`src/hw/rtl/pop3_dfr_pkg.sv`:
```
// Types, codes and constants shared by the POP3 multi-line deframer.
`timescale 1ns / 1ps

package pop3_dfr_pkg;

    localparam int MAX_RESULTS = 7;

    localparam logic [7:0] CH_CR    = 8'h0D;
    localparam logic [7:0] CH_LF    = 8'h0A;
    localparam logic [7:0] CH_DOT   = 8'h2E;
    localparam logic [7:0] CH_PLUS  = 8'h2B;
    localparam logic [7:0] CH_MINUS = 8'h2D;

    localparam logic [2:0] OK_LEN  = 3'd3;
    localparam logic [2:0] ERR_LEN = 3'd4;

    typedef enum logic [1:0] {
        OP_BYTE  = 2'd0,
        OP_CLOSE = 2'd1,
        OP_CMD   = 2'd2,
        OP_NONE  = 2'd3
    } op_t;

    typedef enum logic [1:0] {
        KIND_DATA  = 2'd0,
        KIND_EOD   = 2'd1,
        KIND_RAW   = 2'd2,
        KIND_CLOSE = 2'd3
    } kind_t;

    typedef enum logic [2:0] {
        ST_START = 3'd0,
        ST_MID   = 3'd1,
        ST_MIDCR = 3'd2,
        ST_DOT   = 3'd3,
        ST_DOTCR = 3'd4,
        ST_LOOK  = 3'd5
    } line_state_t;

    typedef struct packed {
        line_state_t line_state;
        logic [2:0]  la_count;
        logic        la_is_err;
        logic        data_ended;
    } dfr_state_t;

    typedef struct packed {
        kind_t      kind;
        logic [7:0] data;
        logic       line_end;
        logic       last;
    } result_t;

    localparam logic [2:0] REG_MODE = 3'd0;

    function automatic logic [7:0] pat_byte(input logic is_err, input logic [1:0] idx);
        logic [7:0] b;
        b = 8'h00;
        if (is_err)
        begin
            unique case (idx)
                2'd0: b = 8'h2D;
                2'd1: b = 8'h45;
                2'd2: b = 8'h52;
                2'd3: b = 8'h52;
            endcase
        end
        else
        begin
            unique case (idx)
                2'd0: b = 8'h2B;
                2'd1: b = 8'h4F;
                2'd2: b = 8'h4B;
                2'd3: b = 8'h00;
            endcase
        end
        return b;
    endfunction

    function automatic result_t mk_res(input kind_t k, input logic [7:0] b, input logic le);
        result_t r;
        r.kind     = k;
        r.data     = b;
        r.line_end = le;
        r.last     = 1'b0;
        return r;
    endfunction

endpackage

```
`src/hw/rtl/pop3_dfr_step.sv`:
```
// Decode of one input transfer into its list of results and the next deframer state.
`timescale 1ns / 1ps

module pop3_dfr_step
    import pop3_dfr_pkg::*;
(
    input  logic                         mode,
    input  dfr_state_t                   cur,
    input  logic [1:0]                   operation,
    input  logic [7:0]                   data_byte,
    output result_t [MAX_RESULTS-1:0]    res,
    output logic [2:0]                   res_count,
    output dfr_state_t                   nxt
);

    logic [2:0] n;
    logic       do_rel;
    logic       do_start;
    logic       do_mid;
    logic       do_close;
    logic [2:0] la_len;
    logic [7:0] b;
    logic [2:0] c;
    logic       e;

    assign b      = data_byte;
    assign c      = cur.la_count;
    assign e      = cur.la_is_err;
    assign la_len = e ? ERR_LEN : OK_LEN;

    always_comb
    begin
        res      = '0;
        n        = 3'd0;
        nxt      = cur;
        do_rel   = 1'b0;
        do_start = 1'b0;
        do_mid   = 1'b0;
        do_close = 1'b0;

        unique case (op_t'(operation))
            OP_CMD:
            begin
                nxt.data_ended = 1'b0;
            end
            OP_NONE:
            begin
            end
            OP_CLOSE:
            begin
                if (mode && !cur.data_ended)
                begin
                    unique case (cur.line_state)
                        ST_MIDCR:
                        begin
                            res[n] = mk_res(KIND_DATA, CH_CR, 1'b0);
                            n = n + 3'd1;
                        end
                        ST_DOT:
                        begin
                            res[n] = mk_res(KIND_DATA, CH_DOT, 1'b0);
                            n = n + 3'd1;
                        end
                        ST_DOTCR:
                        begin
                            res[n] = mk_res(KIND_DATA, CH_DOT, 1'b0);
                            n = n + 3'd1;
                            res[n] = mk_res(KIND_DATA, CH_CR, 1'b0);
                            n = n + 3'd1;
                        end
                        ST_LOOK:
                        begin
                            if (c == 3'd0)
                            begin
                                res[n] = mk_res(KIND_EOD, 8'h00, 1'b0);
                                n = n + 3'd1;
                                nxt.data_ended = 1'b1;
                            end
                            else
                            begin
                                do_rel = 1'b1;
                            end
                        end
                        default:
                        begin
                        end
                    endcase
                end
                do_close       = 1'b1;
                nxt.line_state = ST_START;
                nxt.la_count   = 3'd0;
                nxt.la_is_err  = 1'b0;
            end
            OP_BYTE:
            begin
                if (!mode || cur.data_ended)
                begin
                    res[n] = mk_res(KIND_RAW, b, b == CH_LF);
                    n = n + 3'd1;
                    nxt.line_state = (b == CH_LF) ? ST_START : ST_MID;
                    nxt.la_count   = 3'd0;
                    nxt.la_is_err  = 1'b0;
                end
                else
                begin
                    unique case (cur.line_state)
                        ST_MID:
                        begin
                            do_mid = 1'b1;
                        end
                        ST_MIDCR:
                        begin
                            if (b == CH_LF)
                            begin
                                res[n] = mk_res(KIND_DATA, CH_LF, 1'b1);
                                n = n + 3'd1;
                                nxt.line_state = ST_START;
                            end
                            else
                            begin
                                res[n] = mk_res(KIND_DATA, CH_CR, 1'b0);
                                n = n + 3'd1;
                                do_mid = 1'b1;
                            end
                        end
                        ST_DOT:
                        begin
                            if (b == CH_CR)
                            begin
                                nxt.line_state = ST_DOTCR;
                            end
                            else if (b == CH_LF)
                            begin
                                nxt.la_count   = 3'd0;
                                nxt.la_is_err  = 1'b0;
                                nxt.line_state = ST_LOOK;
                            end
                            else if (b == CH_DOT)
                            begin
                                res[n] = mk_res(KIND_DATA, CH_DOT, 1'b0);
                                n = n + 3'd1;
                                nxt.line_state = ST_MID;
                            end
                            else
                            begin
                                res[n] = mk_res(KIND_DATA, CH_DOT, 1'b0);
                                n = n + 3'd1;
                                do_mid = 1'b1;
                            end
                        end
                        ST_DOTCR:
                        begin
                            if (b == CH_LF)
                            begin
                                res[n] = mk_res(KIND_EOD, 8'h00, 1'b0);
                                n = n + 3'd1;
                                nxt.data_ended = 1'b1;
                                nxt.line_state = ST_START;
                            end
                            else
                            begin
                                res[n] = mk_res(KIND_DATA, CH_DOT, 1'b0);
                                n = n + 3'd1;
                                res[n] = mk_res(KIND_DATA, CH_CR, 1'b0);
                                n = n + 3'd1;
                                do_mid = 1'b1;
                            end
                        end
                        ST_LOOK:
                        begin
                            if (c == 3'd0)
                            begin
                                if (b == CH_PLUS || b == CH_MINUS)
                                begin
                                    nxt.la_is_err = (b == CH_MINUS);
                                    nxt.la_count  = 3'd1;
                                end
                                else
                                begin
                                    do_rel        = 1'b1;
                                    nxt.la_count  = 3'd0;
                                    nxt.la_is_err = 1'b0;
                                    do_start      = 1'b1;
                                end
                            end
                            else if (c < la_len && b == pat_byte(e, c[1:0]))
                            begin
                                nxt.la_count = c + 3'd1;
                            end
                            else if (c >= la_len && (b == CH_CR || b == CH_LF))
                            begin
                                res[n] = mk_res(KIND_EOD, 8'h00, 1'b0);
                                n = n + 3'd1;
                                for (int i = 0; i < 4; i++)
                                begin
                                    if (3'(i) < la_len)
                                    begin
                                        res[n] = mk_res(KIND_RAW, pat_byte(e, 2'(i)), 1'b0);
                                        n = n + 3'd1;
                                    end
                                end
                                res[n] = mk_res(KIND_RAW, b, b == CH_LF);
                                n = n + 3'd1;
                                nxt.data_ended = 1'b1;
                                nxt.la_count   = 3'd0;
                                nxt.la_is_err  = 1'b0;
                                nxt.line_state = (b == CH_LF) ? ST_START : ST_MID;
                            end
                            else
                            begin
                                do_rel        = 1'b1;
                                nxt.la_count  = 3'd0;
                                nxt.la_is_err = 1'b0;
                                do_mid        = 1'b1;
                            end
                        end
                        default:
                        begin
                            do_start = 1'b1;
                        end
                    endcase
                end
            end
        endcase

        // Held dot and line feed, then the partial pattern, come out as data.
        if (do_rel)
        begin
            res[n] = mk_res(KIND_DATA, CH_DOT, 1'b0);
            n = n + 3'd1;
            res[n] = mk_res(KIND_DATA, CH_LF, 1'b1);
            n = n + 3'd1;
            for (int i = 0; i < 4; i++)
            begin
                if (3'(i) < c)
                begin
                    res[n] = mk_res(KIND_DATA, pat_byte(e, 2'(i)), 1'b0);
                    n = n + 3'd1;
                end
            end
        end

        if (do_start)
        begin
            if (b == CH_DOT)
            begin
                nxt.line_state = ST_DOT;
            end
            else
            begin
                do_mid = 1'b1;
            end
        end

        if (do_mid)
        begin
            if (b == CH_CR)
            begin
                nxt.line_state = ST_MIDCR;
            end
            else if (b == CH_LF)
            begin
                res[n] = mk_res(KIND_DATA, CH_LF, 1'b1);
                n = n + 3'd1;
                nxt.line_state = ST_START;
            end
            else
            begin
                res[n] = mk_res(KIND_DATA, b, 1'b0);
                n = n + 3'd1;
                nxt.line_state = ST_MID;
            end
        end

        if (do_close)
        begin
            res[n] = mk_res(KIND_CLOSE, 8'h00, 1'b0);
            n = n + 3'd1;
        end

        if (n != 3'd0)
        begin
            res[n - 3'd1].last = 1'b1;
        end
    end

    assign res_count = n;

endmodule

```
`src/hw/rtl/pop3_multiline_deframer.sv`:
```
// Top level of the POP3 multi-line response deframer with its result buffer and register port.
`timescale 1ns / 1ps

// Input channel: in_valid/in_ready carry one transfer of operation and data_byte.
// Output channel: out_valid/out_ready carry one result of kind, out_byte, line_end
// and last; last marks the final result caused by an input transfer.
// The operating mode register sits at address 0 of the APB-style port; write it
// only while the block is idle. The block itself does not enforce this.
// Each accepted transfer is decoded in the cycle it is accepted; its results are
// loaded into a result buffer of up to seven entries and the first one is
// offered on the output in the next cycle, one result per cycle after that while
// the receiver takes them. A transfer that causes one result can follow in every
// cycle while the receiver is ready, so the block then sustains one byte per cycle.
// A transfer that causes several results holds the input while the buffer drains;
// a transfer that causes no result leaves the input ready for the next transfer.
// When the receiver stalls, the buffered results hold and the input is held
// until the last pending result is being taken.
// Reset empties the buffer, selects mode 0 (bytes pass through as raw results) and
// returns the decoder to the start of a line with no lookahead and no end of data.
module pop3_multiline_deframer
    import pop3_dfr_pkg::*;
(
    input  logic        clk,
    input  logic        rst_n,

    input  logic        in_valid,
    output logic        in_ready,
    input  logic [1:0]  operation,
    input  logic [7:0]  data_byte,

    output logic        out_valid,
    input  logic        out_ready,
    output logic [1:0]  kind,
    output logic [7:0]  out_byte,
    output logic        line_end,
    output logic        last,

    input  logic        psel,
    input  logic        penable,
    input  logic        pwrite,
    input  logic [2:0]  paddr,
    input  logic [31:0] pwdata,
    output logic [31:0] prdata,
    output logic        pready
);

    logic                      mode_reg;
    dfr_state_t                state_reg;
    dfr_state_t                state_next;
    result_t [MAX_RESULTS-1:0] entries_reg;
    result_t [MAX_RESULTS-1:0] entries_next;
    logic [2:0]                count_reg;
    logic [2:0]                count_next;

    result_t [MAX_RESULTS-1:0] step_res;
    logic [2:0]                step_count;
    logic                      in_xfer;
    logic                      out_xfer;

    pop3_dfr_step u_step (
        .mode      (mode_reg),
        .cur       (state_reg),
        .operation (operation),
        .data_byte (data_byte),
        .res       (step_res),
        .res_count (step_count),
        .nxt       (state_next)
    );

    assign pready = 1'b1;
    assign prdata = (paddr[2] == REG_MODE[2]) ? {31'd0, mode_reg} : 32'd0;

    always_ff @(posedge clk or negedge rst_n)
    begin
        if (!rst_n)
        begin
            mode_reg <= 1'b0;
        end
        else if (psel && penable && pwrite && pready && paddr[2] == REG_MODE[2])
        begin
            mode_reg <= pwdata[0];
        end
    end

    assign out_valid = (count_reg != 3'd0);
    assign out_xfer  = out_valid && out_ready;
    assign in_ready  = (count_reg == 3'd0) || (count_reg == 3'd1 && out_ready);
    assign in_xfer   = in_valid && in_ready;

    always_comb
    begin
        entries_next = entries_reg;
        count_next   = count_reg;
        if (in_xfer)
        begin
            entries_next = step_res;
            count_next   = step_count;
        end
        else if (out_xfer)
        begin
            for (int i = 0; i < MAX_RESULTS - 1; i++)
            begin
                entries_next[i] = entries_reg[i + 1];
            end
            count_next = count_reg - 3'd1;
        end
    end

    always_ff @(posedge clk or negedge rst_n)
    begin
        if (!rst_n)
        begin
            count_reg <= 3'd0;
            state_reg <= '{line_state: ST_START, la_count: 3'd0,
                           la_is_err: 1'b0, data_ended: 1'b0};
        end
        else
        begin
            count_reg <= count_next;
            if (in_xfer)
            begin
                state_reg <= state_next;
            end
        end
    end

    always_ff @(posedge clk)
    begin
        entries_reg <= entries_next;
    end

    assign kind     = entries_reg[0].kind;
    assign out_byte = entries_reg[0].data;
    assign line_end = entries_reg[0].line_end;
    assign last     = entries_reg[0].last;

    // Only the final queued result of a transfer carries last.
    a_last_only_at_tail: assert property (@(posedge clk) disable iff (!rst_n)
        count_reg > 3'd1 |-> !entries_reg[0].last)
        else $error("last set on a result that is not the final one");

    a_tail_has_last: assert property (@(posedge clk) disable iff (!rst_n)
        count_reg != 3'd0 |-> entries_reg[count_reg - 3'd1].last)
        else $error("final queued result lacks last");

    a_lookahead_in_look: assert property (@(posedge clk) disable iff (!rst_n)
        state_reg.la_count != 3'd0 |-> state_reg.line_state == ST_LOOK)
        else $error("lookahead count set outside the lookahead state");

    a_look_not_ended: assert property (@(posedge clk) disable iff (!rst_n)
        state_reg.line_state == ST_LOOK |-> !state_reg.data_ended)
        else $error("lookahead pending after end of data");

    a_lookahead_bound: assert property (@(posedge clk) disable iff (!rst_n)
        state_reg.la_count <= ERR_LEN)
        else $error("lookahead count beyond the longest pattern");

endmodule
```
`config.mk`:
```
export PLATFORM = sky130hd
export DESIGN_NAME = pop3_multiline_deframer
export DESIGN_NICKNAME = d
export VERILOG_FILES = /design/src/hw/rtl/pop3_dfr_pkg.sv /design/src/hw/rtl/pop3_dfr_step.sv /design/src/hw/rtl/pop3_multiline_deframer.sv
export SDC_FILE = /design/constraint.sdc
export NUM_CORES = 1
export LEC_CHECK = 0
export BUFFER_PORTS_ARGS = -buffer_cell sky130_fd_sc_hd__buf_2
export CAP_MARGIN = 20
export CORE_ASPECT_RATIO = 0.75
export CORE_MARGIN = 2
export CORE_UTILIZATION = 60
export DETAILED_ROUTE_END_ITERATION = 8
export HOLD_SLACK_MARGIN = 0.02
export PLACE_DENSITY = 0.82
export SLEW_MARGIN = 25
export SYNTH_ARGS = -nofsm -noshare
export SYNTH_HDL_FRONTEND = slang
export SYNTH_SLANG_ARGS = --single-unit
export TNS_END_PERCENT = 1
```
`constraint.sdc`:
```
create_clock -name clk -period 18.7 [get_ports clk]
set_input_delay 3.74 -clock clk [delete_from_list [all_inputs] [get_ports clk]]
set_output_delay 3.74 -clock clk [all_outputs]
set_load 0.03 [all_outputs]
```
# --- After elaboration in Yosys (flattened, before gate mapping) ---
# Cells that the tools add are included.
word_totals:
  inputBits: 52
  regBits: 96
  word_cells: 421
op_classes:
  n_eq_ne: 30
  mux: 248
  n_reduce_logical: 45
  order_cmp: 36
  bitwise_logic: 13
  addsub: 15
ops:
  columns: ["operator", "count"]
  rows:
  - ["$mux 84", 37]
  - ["$bwmux 84", 10]
  - ["$demux 12 s3", 13]
  - ["$mux 8", 35]
  - ["$mux 12", 21]
  - ["$mux 72", 3]
  - ["$mux 3", 60]
  - ["$and 63x63->63", 2]
  - ["$not 63->63", 2]
  - ["$mux 60", 2]
  - ["$and 70x70->70", 1]
  - ["$not 70->70", 1]
  - ["$and 56x56->56", 1]
  - ["$not 56->56", 1]
  - ["$lt 3x4->1 const B", 13]
  - ["$pmux 12 s4", 1]
  - ["$pmux 24 s2", 1]
  - ["$or 21x21->21", 2]
  - ["$add 3x1->3 const B", 13]
  - ["$ge 3x1->1 const B", 13]
  - ["$pmux 12 s3", 1]
  - ["$mux 1", 33]
  - ["$pmux 8 s4", 1]
  - ["$or 28x28->28", 1]
  - ["51 further kinds", 119]

# --- Longest topological paths before layout ---
# Gate-level depths: netlist (run 1).
logic_depth:
  depth_word: 74
  ltp_mapped: 38
  mapped_depth_nobuf: 33

# --- Modules after synthesis ---
# Synthesis (run 1) repeated with hierarchy kept, for this count alone.
unflattened:
  hier_cells: 991
  hier_area_um2: 9061.2
modules_own_cells:
  columns: ["mod", "instances", "seq_area_each_um2", "cells_per_inst", "area_per_inst_um2"]
  rows:
  - ["pop3_dfr_step", 1, 0.0, 728, 4618.2]
  - ["pop3_multiline_deframer", 1, 2822.7, 263, 4443.0]

# --- Least setup slack after synthesis (run 1) ---
# Ideal clock, no wire load.
synth_timing:
  path_type: "input port to flip-flop"
  startpoint: "in data_byte[0]"
  endpoint: "reg entries_reg[24] (netlist bit) (data pin)"
  path_stages: 34
  path_buffers: 5
  setup_ns: 0.188
  arrival_time_ns: 10.141
  t_required_ns: 18.512
  path_slack_ns: 8.371
  cell_sequence: "buf_2 -> or3b_4 -> a2111oi_4 -> a31oi_4 -> a21oi_4 -> buf_2 -> buf_2 -> ha_1 -> clkbuf_1 -> nor2_1 -> o211ai_1 -> nand2_1 -> ha_1 -> nand2_1 -> nand2_1 -> a22o_1 -> ha_1 -> a21oi_1 -> o211ai_1 -> ha_1 -> nand2b_1 -> and3_1 -> a22oi_1 -> o21a_2 -> inv_4 -> buf_6 -> ha_1 -> inv_1 -> a21oi_1 -> ha_1 -> nor2_1 -> a31oi_1 -> o31ai_4 -> o41ai_1"
synth_rtl:
  columns: ["element", "line", "text"]
  rows:
  - ["from (decl)", "pop3_multiline_deframer.sv:29", "input logic [7:0] data_byte,"]
  - ["to (signal assigned)", "pop3_multiline_deframer.sv:129", "entries_reg <= entries_next;"]
  - ["to (decl)", "pop3_multiline_deframer.sv:50", "result_t [MAX_RESULTS-1:0] entries_reg;"]

==> out/results.txt, run 1 <==
Worst path max stage delay -> 0.76 ns
Number of synthesized register bits -> 95
Routability-driven placement congestion ratio -> 1.022
Tcrit/Tclk final -> 0.6533
Share of cells above drive strength 1 -> 0.1282
Core Area -> 13,840 sq um
First-pass GRT wire length -> 41,500 um
Starting DRT DRC Count -> 1,130
PostCTS Resize Cnt -> 0
Lkg Pwr -> 3.185 nW
Area Overhead vs Synth -> 3.286%
R2r startpoint -> state_reg[1]
Worst Path Arrival -> 12.37 ns
Drt total wl -> 26,930 um
Mapped Cells -> 997
Clock Latency Late Sink -> 0.36 ns
# DRC -> 0
Dominant cells by area after synthesis -> edfxtp_1, nand2_1, buf_4
Pre-Repair DR Iteration Count -> 6
I/O pin cnt -> 99
Fill cell count -> 1,204
Number of clock sinks -> 95
Final Skew -> 0.01382 ns
Synth top area share -> 0.2909
Flip-flop and latch area -> 2793 sq um
Buffers on Ports -> 33
Nets@finish -> 1,042
Routed Antenna Nets -> 0
Sequential group share of total power -> 0.358
Seq/Total Area, Yosys -> 0.3260
Detailed-route wire length per cell -> 23.42 um
CTS tree -> yes
Max_cap viols -> 0
N_diodes -> 0
Worst Hold Launch -> entries_reg[53]
Initial Util -> 0.6189
Vias in the first global route -> 7,403
Worst Hold Class -> flip-flop to flip-flop
Slowest CP cell -> ha_1
Post-CTS Setup Bufs -> 0
Vias -> 8,105
Setup TNS -> 0 ns
Crit Path Class -> primary input to flip-flop
Power share of the clock group -> 0.186
Post-synthesis cell type count -> 101
Synth area leader -> edfxtp_1
Post-CTS Hold Fix Bufs -> 0
Total die area -> 15,260 sq um
Max rail drop VDD -> 55.56 uV
Max Clock Freq -> 81.85 MHz
Detailed Place HPWL -> 19,220 um
CTS buffer count -> 9
Synthesized cell area -> 8567 sq um
Longest Clk Path Bufs -> 2
R2r setup slk -> 8.94 ns
Clock transition at the registers of the reported paths -> 0.08 ns
Largest register FFs -> 71
CTS Root Cell -> clkbuf_16
Area of the multi-input gates -> 5197 sq um
CP top delay family -> simple AND/OR/NAND/NOR gates
Crit path time final -> 12.22 ns
Vias/cell -> 7.048
Psw -> 0.4418 mW
Htree depth -> 3
Overall global routing resource usage -> 0.3587
Hold Fails Final Rpt -> 0
GR Overflow Total -> 0
Pin count of the biggest net entering global routing -> 79
Hold depth -> 2
Die H -> 107.5 um
Antenna violations before repair -> 1
Post-synth EDFFs -> 83
Final Setup Violations -> 0
Slew HR -> 0.3100
Sw Ratio -> 0.4392
# rows -> 37
Main flop type after synthesis -> edfxtp_1
Final slew viol count -> 0
Die width -> 142.0 um
PwrDens -> 113.7 nW/um^2
Most frequent CP cell -> ha_1
Synthesis Warnings -> 0
Top cells by count, synth -> nand2_1, edfxtp_1, o21ai_0, a21oi_1, nor2_1
Internal power -> 0.5641 mW
Combinational power share -> 0.455
Ys async rst share -> 0.1263
Element type at the critical path start -> primary input
Worst Max-Slew Pin Slew -> 1.035 ns
Syn avg cell area -> 8.593 sq um
WP buf/inv -> 3
Most common cell in the synthesized netlist -> nand2_1
Design Power -> 1.006 mW
Worst-path maximum fanout -> 21
Setup crit end kind -> flip-flop
RR Endpoint -> entries_reg[24]
Register-to-Register Path Depth -> 33
Outcome -> finished, final reports clean
RSZ-0062 raised after global routing -> false
Hold path endpoint -> entries_reg[41]
Worst endpoint required time -> 18.85 ns
cell type report:
cell class,instances,area share
tap,175,0.02475
timing repair buffer,46,0.02969
multi-input combinational,798,0.5874
clock inverter,7,0.008343
inverter,20,0.008767
clock buffer,9,0.02545
sequential,95,0.3156
routing by layer:
layer,up-vias,part of all wire,GRT usage
met4,0,0.030,0.1214
li1,3659,-,-
met1,3802,0.42,0.5075
met2,575,0.41,0.5090
met3,69,0.15,0.1263
met5,-,0,0
how the worst max path moves through the flow:
| stage | from | endpoint | slack (ns) | depth (start not counted) |
|---|---|---|---|---|
| 4_1_cts | operation[1] | entries_reg[24] | 6.77 | 31 |
| 6_report | operation[1] | entries_reg[24] | 6.48 | 31 |
| 2_1_floorplan | data_byte[0] | entries_reg[24] | 8.37 | 34 |
| 5_1_grt | operation[1] | entries_reg[24] | 6.06 | 31 |
| 3_3_place_gp | operation[1] | entries_reg[24] | 6.42 | 31 |
| 3_5_place_dp | operation[1] | entries_reg[24] | 6.40 | 31 |
kinds of logic (layout without fill, tap and decap cells):
kind of cell / after synthesis / in the layout / synth area share
AOI/OAI and AO/OA: 320 / 320 / 0.2728
adders and majority gates: 20 / 20 / 0.02921
xor gates and xnor gates: 26 / 26 / 0.03067
buffers and inverters: 134 / 82 / 0.08412
DFF: 95 / 95 / 0.3260
and+or+nand+nor: 378 / 378 / 0.2289
muxes: 22 / 22 / 0.02746
other: 2 / 32 / 0.0008766
cell usage in the layout, fill, tap and decap left out, types with 20 or more instances in the layout:
cell | synthesis | layout
a21oi_1 | 59 | 59
buf_2 | 19 | 33
conb_1 | 2 | 32
edfxtp_1 | 83 | 83
ha_1 | 20 | 20
nand2_1 | 126 | 125
nand3_1 | 35 | 35
nor2_1 | 55 | 55
nor3_1 | 42 | 41
o21ai_0 | 67 | 67
o31ai_1 | 37 | 37
per-stage QoR:
step / util / instance area, sq um / setup WS [ns] / std cells / hold slack [ns]
floorplan: - / 8680 / 8.371 / 1027 / 0.4836
global route: 0.6392 / 8848 / 6.062 / 1150 / 0.5378
global placement: 0.6162 / 8529 / 6.422 / 1134 / 0.4908
finish: 0.6392 / 8848 / 6.483 / 1150 / 0.5189
detailed placement: 0.6162 / 8529 / 6.398 / 1134 / 0.4970
CTS: 0.6378 / 8828 / 6.768 / 1150 / 0.5193
worst register-to-register path, delay by kind of cell (launching register included):
family | cells | cell delay [ns]
fa+ha+maj | 7 | 2.91
flops | 1 | 0.33
buf+inv | 4 | 1.26
compound gates | 11 | 2.78
simple gates | 11 | 2.27
power groups by stage:
stage	clock, mW	sequential, mW	combinational, mW
CTS	0.188	0.359	0.445
detailed placement	0	0.363	0.441
finish	0.187	0.360	0.458
global route	0.195	0.368	0.497
floorplan	0	0.352	0.354
global placement	0	0.361	0.436
Power figures use the tool's default switching activity.
==> run 2, diff against run 1 <==
--- a/config.mk
+++ b/config.mk
@@ -9,10 +9,10 @@
 export CAP_MARGIN = 20
 export CORE_ASPECT_RATIO = 0.75
 export CORE_MARGIN = 2
-export CORE_UTILIZATION = 60
+export CORE_UTILIZATION = 55
 export DETAILED_ROUTE_END_ITERATION = 8
 export HOLD_SLACK_MARGIN = 0.02
-export PLACE_DENSITY = 0.82
+export PLACE_DENSITY = 0.79
 export SLEW_MARGIN = 25
 export SYNTH_ARGS = -nofsm -noshare
 export SYNTH_HDL_FRONTEND = slang
==> constraint.sdc (replaced) <==
create_clock -name clk -period 10.1 [get_ports clk]
set_input_delay 2.02 -clock clk [delete_from_list [all_inputs] [get_ports clk]]
set_output_delay 2.02 -clock clk [all_outputs]
set_load 0.03 [all_outputs]
==> run 2 against run 1 <==
Clock skew shrank 0.0011 ns; die area grew 8.8%; non-clock buffer count up 14; routed wire length is 0.45% higher; power grew 86%; sequential power is 85% higher; sequential cell count stayed put; core utilization decreased by 5.0 points; global-route usage shrank 2.9 points; combinational power increased by 87%; clock power is 84% higher; register-to-register slack worse by 7.0 ns; critical endpoint unchanged.
==> out/results.txt, run 2 (synthesized netlist as in run 1, its figures left out) <==
Antenna violations before repair -> 0 (was 1)
Final worst slack -> 1.355 ns (was 6.483 ns)
Worst slack at placement -> 1.135 ns (was 6.398 ns)
Most frequent cells in the layout -> nand2_1, edfxtp_1, o21ai_0, a21oi_1, nor2_1 (unchanged)
Outcome -> finished, final reports clean (unchanged)
CTS tree -> yes (unchanged)
Hold WS -> 0.5122 ns (was 0.5189 ns)
Worst-path maximum fanout -> 11 (was 21)
Slew HR -> 0.2687 (was 0.3100)
Pin count of the biggest net entering global routing -> 94 (was 79)
Crit Path Class -> primary input to flip-flop (unchanged)
Vias -> 8,196 (was 8,105)
Post-CTS Hold Fix Bufs -> 0 (unchanged)
Vias/cell -> 6.864 (was 7.048)
Final Skew -> 0.01275 ns (was 0.01382 ns)
Initial Util -> 0.5627 (was 0.6189)
Setup crit end kind -> flip-flop (unchanged)
Clock transition at the registers of the reported paths -> 0.08 ns (about the same)
Element type at the critical path start -> primary input (unchanged)
# DRC -> 0 (unchanged)
Area Overhead vs Synth -> 4.805% (was 3.286%)
Starting DRT DRC Count -> 1,056 (was 1,130)
Post-CTS Setup Bufs -> 0 (unchanged)
PostCTS Resize Cnt -> 0 (unchanged)
Routed Antenna Nets -> 0 (unchanged)
Nets@finish -> 1,056 (was 1,042)
CTS Root Cell -> clkbuf_16 (unchanged)
Drt total wl -> 27,050 um (was 26,930 um)
Clock Latency Late Sink -> 0.36 ns (about the same)
Setup TNS -> 0 ns (unchanged)
Final slew viol count -> 0 (unchanged)
Design Power -> 1.867 mW (was 1.006 mW)
RSZ-0062 raised after global routing -> false (unchanged)
Detailed Place HPWL -> 19,490 um (was 19,220 um)
Crit path time final -> 8.745 ns
Die H -> 112.1 um (was 107.5 um)
# rows -> 39 (was 37)
Worst endpoint required time -> 10.28 ns (was 18.85 ns)
Largest register FFs -> 71 (unchanged)
Tcrit/Tclk final -> 0.8659
Hold Fails Final Rpt -> 0 (unchanged)
Overall global routing resource usage -> 0.3294 (was 0.3587)
CTS buffer count -> 9 (unchanged)
Share of cells above drive strength 1 -> 0.1395 (was 0.1282)
Die width -> 148.1 um (was 142.0 um)
Most common cell after layout, fill and taps aside -> nand2_1 (unchanged)
Detailed-route wire length per cell -> 22.66 um (was 23.42 um)
Number of clock sinks -> 95 (unchanged)
Max rail drop VDD -> 102.5 uV (was 55.56 uV)
Pre-Repair DR Iteration Count -> 6 (unchanged)
Buffers on Ports -> 33 (unchanged)
Worst Hold Class -> flip-flop to flip-flop (unchanged)
Slowest CP cell -> or4b_1 (was ha_1)
I/O pin cnt -> 99 (unchanged)
Routability-driven placement congestion ratio -> 1.081 (was 1.022)
Max_cap viols -> 0 (unchanged)
Most frequent CP cell -> ha_1 (unchanged)
N_diodes -> 0 (unchanged)
Worst Max-Slew Pin Slew -> 1.089 ns (was 1.035 ns)
Worst Path Arrival -> 8.92 ns (was 12.37 ns)
Lkg Pwr -> 3.248 nW (was 3.185 nW)
Fill cell count -> 1,384 (was 1,204)
Htree depth -> 3 (unchanged)
Worst path max stage delay -> 0.76 ns (about the same)
Max Clock Freq -> 114.3 MHz
Final Setup Violations -> 0 (unchanged)
PwrDens -> 207.9 nW/um^2 (was 113.7 nW/um^2)
First-pass GRT wire length -> 42,110 um (was 41,500 um)
Core Area -> 15,220 sq um (was 13,840 sq um)
Total die area -> 16,600 sq um (was 15,260 sq um)
GR Overflow Total -> 0 (unchanged)
Longest Clk Path Bufs -> 2 (unchanged)
Vias in the first global route -> 7,385 (was 7,403)
run 2: worst max-delay path: cells and delay by family:
kind                     cells  cell delay, ns
adder cells (fa/ha/maj)      6            1.85
AO/OA/AOI/OAI               11            2.43
buffers and inverters        4            0.62
AND/OR/NAND/NOR             11            2.00
run 2: cell type report:
class | instances | area [sq um] | share of cell area
Multi-Input combinational cell | 798 | 5184 | 0.5773
Sequential cell | 95 | 2793 | 0.3110
Timing Repair Buffer | 60 | 367.9 | 0.04097
Tap cell | 205 | 256.5 | 0.02857
Clock buffer | 9 | 225.2 | 0.02508
Inverter | 20 | 77.57 | 0.008640
Clock inverter | 7 | 75.07 | 0.008361
run 2: per-layer routing:
metal / GRT usage / wire length [um]
met4: 0.1067 / 791
met3: 0.1228 / 4167
met5: 0 / 0
met2: 0.4380 / 10760
met1: 0.4915 / 11340
run 2: final timing paths:
path / start / endpoint / slack, ns / cells past startpoint
worst max-delay path: data_byte[4] / entries_reg[24] / 1.35 / 32
worst min-delay path: entries_reg[69] / entries_reg[57] / 0.51 / 2
worst max register to register: state_reg[1] / entries_reg[24] / 1.90 / 32
worst min register to register: entries_reg[69] / entries_reg[57] / 0.51 / 2
max in group asynchronous: rst_n / mode_reg / 8.32 / 1
min in group asynchronous: rst_n / count_reg[0] / 1.54 / 1
run 2: report_power, final:
part | leakage (nW) | switching, mW | internal [mW]
Combinational | 2.14 | 0.585 | 0.270
Sequential | 0.968 | 0.0649 | 0.602
Clock | 0.144 | 0.169 | 0.175
Total | 3.25 | 0.819 | 1.05
run 2: per-stage QoR:
stage | utilization | area, sq um | std cells
global route | 0.5897 | 8979 | 1194
global placement | 0.5696 | 8672 | 1178
finish | 0.5897 | 8979 | 1194
detailed placement | 0.5696 | 8672 | 1178
CTS | 0.5893 | 8972 | 1194
floorplan | - | 8680 | 1027
==> run 3, diff against run 2 <==
--- a/config.mk
+++ b/config.mk
@@ -5,14 +5,11 @@
 export SDC_FILE = /design/constraint.sdc
 export NUM_CORES = 1
 export LEC_CHECK = 0
+export ABC_AREA = 1
 export BUFFER_PORTS_ARGS = -buffer_cell sky130_fd_sc_hd__buf_2
 export CAP_MARGIN = 20
-export CORE_ASPECT_RATIO = 0.75
-export CORE_MARGIN = 2
-export CORE_UTILIZATION = 55
 export DETAILED_ROUTE_END_ITERATION = 8
 export HOLD_SLACK_MARGIN = 0.02
-export PLACE_DENSITY = 0.79
 export SLEW_MARGIN = 25
 export SYNTH_ARGS = -nofsm -noshare
 export SYNTH_HDL_FRONTEND = slang
==> constraint.sdc (replaced) <==
create_clock -name clk -period 10.1 [get_ports clk]
set_input_delay 0.505 -clock clk [delete_from_list [all_inputs] [get_ports clk]]
set_output_delay 0.505 -clock clk [all_outputs]
set_load 0.03 [all_outputs]
==> run 3 against run 2 <==
The run now fails in 1_2_yosys.
==> out/results.txt, run 3 <==
Err -> ERROR: ABC failed with status B
Fail Step -> 1_2_yosys
Outcome -> did not finish (was finished, final reports clean)
Synthesis Warnings -> 0 (unchanged)
